===== config.mk =====
export PLATFORM = sky130hd
export DESIGN_NAME = garz_ctrl
export DESIGN_NICKNAME = d
export VERILOG_FILES = /design/src/rtl/garz_pkg.sv /design/src/rtl/garz_ctrl.sv
export SDC_FILE = /design/constraint.sdc
export NUM_CORES = 1
export LEC_CHECK = 0
export BUFFER_PORTS_ARGS = -buffer_cell sky130_fd_sc_hd__buf_2
export CORE_MARGIN = 3
export CORE_UTILIZATION = 30
export DETAILED_ROUTE_END_ITERATION = 6
export GPL_TIMING_DRIVEN = 0
export HOLD_SLACK_MARGIN = 0.1
export SYNTH_ARGS = -nofsm -noshare
export SYNTH_HDL_FRONTEND = slang
export SYNTH_SLANG_ARGS = --single-unit

===== constraint.sdc =====
create_clock -name clk -period 5.2 [get_ports clk]
set_clock_uncertainty 0.1 [all_clocks]
set_input_delay 0.78 -clock clk [delete_from_list [all_inputs] [get_ports clk]]
set_output_delay 0.78 -clock clk [all_outputs]
set_load 0.03 [all_outputs]

===== src/rtl/garz_pkg.sv =====
// ----------------------------------------------------------------------------
// garz_pkg: shared types and constants of the gray area/nearest resizer
// transaction structs, controller/datapath command and status groups
// ----------------------------------------------------------------------------
package garz_pkg;

  localparam int unsigned CfgW = 9;
  localparam int unsigned CoordW = 8;
  localparam int unsigned PixW = 8;
  localparam int unsigned SumW = 24;
  localparam int unsigned DivW = 16;

  localparam logic [1:0] RegSrcW = 2'd0;
  localparam logic [1:0] RegSrcH = 2'd1;
  localparam logic [1:0] RegDstW = 2'd2;
  localparam logic [1:0] RegDstH = 2'd3;

  localparam logic [PixW-1:0] EmptyBoxGray = 8'd255;

  typedef struct packed {
    logic       mode;
    logic [7:0] src_col;
    logic [7:0] src_row;
    logic [7:0] src_pixel;
    logic [7:0] dst_col;
    logic [7:0] dst_row;
  } in_item_t;

  typedef struct packed {
    logic [7:0] gray;
    logic       bad_request;
  } out_item_t;

  // controller to datapath
  typedef struct packed {
    logic load;      // capture item, start bound division
    logic div_step;  // one bit of the bound dividers
    logic bounds;    // finish bounds
    logic acc_first; // issue first box read
    logic acc_step;  // accumulate and advance the box walk
    logic mean_step; // one bit of mean division
    logic finish;    // register result
  } garz_cmd_t;

  // datapath to controller
  typedef struct packed {
    logic is_query;
    logic bad;
    logic store_ok;
    logic div_done;
    logic box_last;
    logic mean_done;
  } garz_sts_t;

endpackage


===== src/rtl/garz_ctrl.sv =====
// ----------------------------------------------------------------------------
// garz_ctrl: sequencer of the resizer
// walks load, then either a store write or bound division, box accumulation, mean division and output
// ----------------------------------------------------------------------------
module garz_ctrl (
  input  logic                clk,
  input  logic                rst_n,
  input  logic                in_valid,
  output logic                in_ready,
  output logic                out_valid,
  input  logic                out_ready,
  input  garz_pkg::garz_sts_t sts,
  output garz_pkg::garz_cmd_t cmd,
  output logic                wr_en
);

  typedef enum logic [7:0] {
    ST_IDLE  = 8'b0000_0001,
    ST_DECO  = 8'b0000_0010,
    ST_DIV   = 8'b0000_0100,
    ST_BND   = 8'b0000_1000,
    ST_FIRST = 8'b0001_0000,
    ST_ACC   = 8'b0010_0000,
    ST_MEAN  = 8'b0100_0000,
    ST_FIN   = 8'b1000_0000
  } state_t;

  state_t state_r, state_nxt;
  logic   out_valid_r, out_valid_nxt;

  assign out_valid = out_valid_r;
  // a new item may enter while the last result waits; a query waits at ST_FIN
  assign in_ready = (state_r == ST_IDLE);

  always_comb begin
    state_nxt     = state_r;
    out_valid_nxt = out_valid_r && !out_ready;
    cmd           = '0;
    wr_en         = 1'b0;
    case (state_r)
      ST_IDLE: begin
        if (in_valid) begin
          cmd.load  = 1'b1;
          state_nxt = ST_DECO;
        end
      end
      ST_DECO: begin
        if (!sts.is_query) begin
          wr_en     = sts.store_ok;
          state_nxt = ST_IDLE;
        end else if (sts.bad) begin
          state_nxt = ST_FIN;
        end else begin
          state_nxt = ST_DIV;
        end
      end
      ST_DIV: begin
        cmd.div_step = 1'b1;
        if (sts.div_done) state_nxt = ST_BND;
      end
      ST_BND: begin
        cmd.bounds = 1'b1;
        state_nxt  = ST_FIRST;
      end
      ST_FIRST: begin
        cmd.acc_first = 1'b1;
        state_nxt     = ST_ACC;
      end
      ST_ACC: begin
        cmd.acc_step = 1'b1;
        if (sts.box_last) state_nxt = ST_MEAN;
      end
      ST_MEAN: begin
        cmd.mean_step = 1'b1;
        if (sts.mean_done) state_nxt = ST_FIN;
      end
      ST_FIN: begin
        if (!out_valid_r || out_ready) begin
          cmd.finish    = 1'b1;
          out_valid_nxt = 1'b1;
          state_nxt     = ST_IDLE;
        end
      end
      default: state_nxt = ST_IDLE;
    endcase
  end

  always_ff @(posedge clk) begin
    if (!rst_n) begin
      state_r     <= ST_IDLE;
      out_valid_r <= 1'b0;
    end else begin
      state_r     <= state_nxt;
      out_valid_r <= out_valid_nxt;
    end
  end

endmodule


### Word-level counts from Yosys, hierarchy flattened

Cells that the tools add are included.

| cells by class | value |
|---|---|
| equality and inequality tests | 13 |
| muxes and demuxes | 21 |
| reduce and logical (&&, ||, !) cells | 5 |

Operator list:

| operator | count |
|---|---|
| $pmux 8 s8 | 1 |
| $mux 8 | 7 |
| $mux 1 | 13 |
| $ne 2x2->1 const B | 5 |
| $eq 8x1->1 const B | 1 |
| $eq 8x2->1 const B | 1 |
| $eq 8x3->1 const B | 1 |
| $eq 8x4->1 const B | 1 |
| $eq 8x5->1 const B | 1 |
| $eq 8x6->1 const B | 1 |
| $eq 8x7->1 const B | 1 |
| $eq 8x8->1 const B | 1 |
| $reduce_and 5->1 | 1 |
| $logic_not 1->1 | 2 |
| $logic_and 1x1->1 | 1 |
| $logic_or 1x1->1 | 1 |

| word-level totals | value |
|---|---|
| flip-flop bits (word level) | 9 |
| bits of input ports | 10 |
| output and inout port bits | 10 |
| word-level logic and storage cells | 41 |

### Longest topological paths before layout

| depth | value |
|---|---|
| depth after elaboration | 4 |
| gate-level depth with buffers | 5 |
| mapped depth without buffers | 4 |

### Worst setup path after synthesis

No wires, ideal clock.

| timing path | value |
|---|---|
| path kind | register to output |
| start | reg state_r[6] |
| end | out wr_en |
| arrival time | 1.998 ns |
| data required time | 4.320 ns |
| path slack | 2.322 ns |
| cell stages (with the launch flop) | 4 |
| buffers on the path | 1 |
| cell sequence | dfxtp_1 -> or4_1 -> clkbuf_2 -> nor4_1 |

| between the ends | value |
|---|---|
| word-level cells in the longest chain between the ends | 2 |

RTL lines:

| item | line | text |
|---|---|---|
| from (decl) | garz_ctrl.sv:28 | `state_t state_r, state_nxt;` |
| from (signal assigned) | garz_ctrl.sv:93 | `state_r <= state_nxt;` |
| $eq 8x2->1 | garz_ctrl.sv:40 | `case (state_r)` |
| $mux 1 | garz_ctrl.sv:40 |  |
| to (decl) | garz_ctrl.sv:14 | `output logic wr_en` |

Every way passes these cells.

==> results.cfg <==
[synth]
synth_cell_types = 35
synth_compound_area_share_pct = 9.66
syn_area_per_cell_um2 = 8.51
ys.flop_type = dfxtp_1
synthMuxAreaShare_pct = 3.36
synth_fa_ha_area_share_pct = 0
synth_cells = 70
synth_simple_gate_area_share_pct = 49.8
syn_nets = 80
synth-async-reset-ratio_pct = 0
netlist_top_cells_area = dfxtp_1, nand4b_1, nor4_1
synthesis.area_um2 = 596
synth_edf_count = 0
synth_top_family_by_area = simple AND/OR/NAND/NOR gates
synth_xor_area_share_pct = 2.94
synth_top_area_share_pct = 30.3
ys_seq_area_share_pct = 30.3
ys_seq_elements = 9
yosysTopAreaCell = dfxtp_1
yosys_warnings = 0

[clocking]
cts_sinks = 9
post_cts_buffers = 0
clk_latency_ns = 0.26
clock-root-buffer = clkbuf_4
path_clk_slew_ns = 0.07
cts_tree = yes
cts_max_level = 1
numCtsBuffers = 3
ctsHoldBuffers = 0
cts_buffer_depth = 2
cts_resized = 0

[timing]
hold_viol = 0
fmax_mhz = 335
period_share_pct = 57.5
whs_ns = 0.401
slew_headroom_pct = 29.2
grt_setup_unrepaired = no
worstMarginPinSlew_ns = 1.05
setup_viol_count_final = 0
drv_slew = 0
post-route-min-period_ns = 2.99
tns_ns = 0

[power]
p_int_w = 0.000145
p_comb_share_pct = 42.2
seqPwrFrac_pct = 35.2
clkPwrFrac_pct = 22.7
switching_share_pct = 39.0
p_switching_w = 0.0000932
ir_drop_mv = 0.184
p_per_area_nw_per_um2 = 318
leakagePower_nw = 0.360

[floorplan]
io_pins = 20
design.core.area_um2 = 1800
dieArea_um2 = 2560
fp-row-count = 15
die_w_um = 50.6
die_h_um = 50.6
initial_utilization_pct = 33.1

[setup_path]
slowest_stage = or4_1
crit_path_max_fanout = 8
required_ns = 4.32
timing.rr.start = state_r[0]
end_kind = output pin
startpoint_type = flip-flop
critPathKind = reg2out
cp_top_family = simple AND/OR/NAND/NOR gates
cp_num_buf_inv = 3
startpoint = state_r[6]
worstPathCellList = or4_1, clkbuf_2, or3_1, inv_1, and2_1, buf_2
max_stage_delay_ns = 0.53
critPathArrivalTime_ns = 2.11

[detailed_routing]
drt_iter0_markers = 17
firstDrtPassIters = 4
wirelength_mm = 1.39
drc = 0
num_vias = 600
ant_nets = 0
met1_length_um = 645
met3WireLength_um = 87
wl_per_cell_um = 11.7
viasPerCell = 5.08
top_layer = met4
dr_wl_met2_um = 645

[cells_and_area]
nNetsFinal = 104
layout_common_cells = buf_2, dfxtp_1, inv_1, nand2_1
num_antenna_cells = 0
area_delta_synth_final_pct = 25.8
drive_gt1_share_pct = 32.3
final_common_cell = buf_2

[outcome]
status = complete, no violations

[global_routing]
grt_overflow = 0
grt_pass1_vias = 508
grt_pass1_wl_mm = 2.29
globalRouteTotalUtil_pct = 11.8
grt_max_degree = 9
antenna_found_initial = 0

[min_path]
hp-start = out_valid
hp-class = reg2reg

[placed_design]
io_buffer_count = 19
place_congestion = 0.759
place_hpwl_mm = 1.09

[run]
maxCapViolCount = 0
[worst min-delay path, delay by kind of cell (launching register included)]
kind	cells	cell delay, ns
AOI/OAI and AO/OA	1	0.06
DFF	1	0.32
and+or+nand+nor	1	0.08
[cells in the mapped netlist (all sizes together), types with 2 or more instances]
library cell and instances:
nor3 3, and3 2, mux2i 2, and2 2
nand4b 4, dfxtp 9, nand2b 2, nor2 4
a21oi 3, inv 5, or4 3, and4b 2
xor2 2, nand2 5, nor3b 2, nor4 4
[layer usage]
| layer | vias to the layer above | global-route usage (%) |
|---|---|---|
| met5 | - | 0 |
| met4 | 0 | 1.35 |
| met3 | 2 | 5.64 |
| met2 | 17 | 17.2 |
| met1 | 271 | 16.3 |
| li1 | 310 | - |
[power groups by stage]
stage / Clock [W] / Combinational (W) / Sequential [W]
2_1_floorplan: 0 / 0.0000766 / 0.0000836
3_3_place_gp: 0 / 0.0000993 / 0.0000849
3_5_place_dp: 0 / 0.000100 / 0.0000853
4_1_cts: 0.0000564 / 0.000100 / 0.0000837
5_1_grt: 0.0000609 / 0.000109 / 0.0000856
6_report: 0.0000541 / 0.000101 / 0.0000839
[state kept, by name (all words and copies together) (netlist names)]
register / flops
out_valid: 1
state_r: 8
[worst paths after layout]
| check | end | slack (ns) | cells past startpoint |
|---|---|---|---|
| worst max-delay path | cmd[6] | 2.21 | 6 |
| worst min register to register | out_valid | 0.40 | 2 |
| worst min-delay path | out_valid | 0.40 | 2 |
| worst max register to register | state_r[7] | 3.02 | 4 |
[area by class of cell]
cell class | count | area (um2)
buffer | 1 | 5.00
inverter | 5 | 18.8
sequential | 9 | 180
clock buffer | 3 | 22.5
multi-input combinational | 55 | 392
fill | 206 | 1050
clock inverter | 1 | 5.00
tap | 25 | 31.3
timing repair buffer | 19 | 95.1
[through the flow]
step                      total power, W  utilization [%]  instance area (um2)  worst slack [ns]  instances
final                           0.000239             41.6                  749              2.21        118
after global routing            0.000255             41.6                  749              2.03        118
after CTS                       0.000240             41.6                  749              2.21        118
after detailed placement        0.000185             40.1                  722              2.51        114
after global placement          0.000184             40.1                  722              2.51        114
after floorplan                 0.000160                -                  596              2.32         70
[logic make-up (layout without fill, tap and decap cells)]
family                    count (synthesis)  after routing
and+or+nand+nor                          42             42
AOI/OAI and AO/OA                         9              9
DFF                                       9              9
buffers and inverters                     6             29
xor gates and xnor gates                  2              2
muxes                                     2              2
Power figures use the tool's default switching activity.
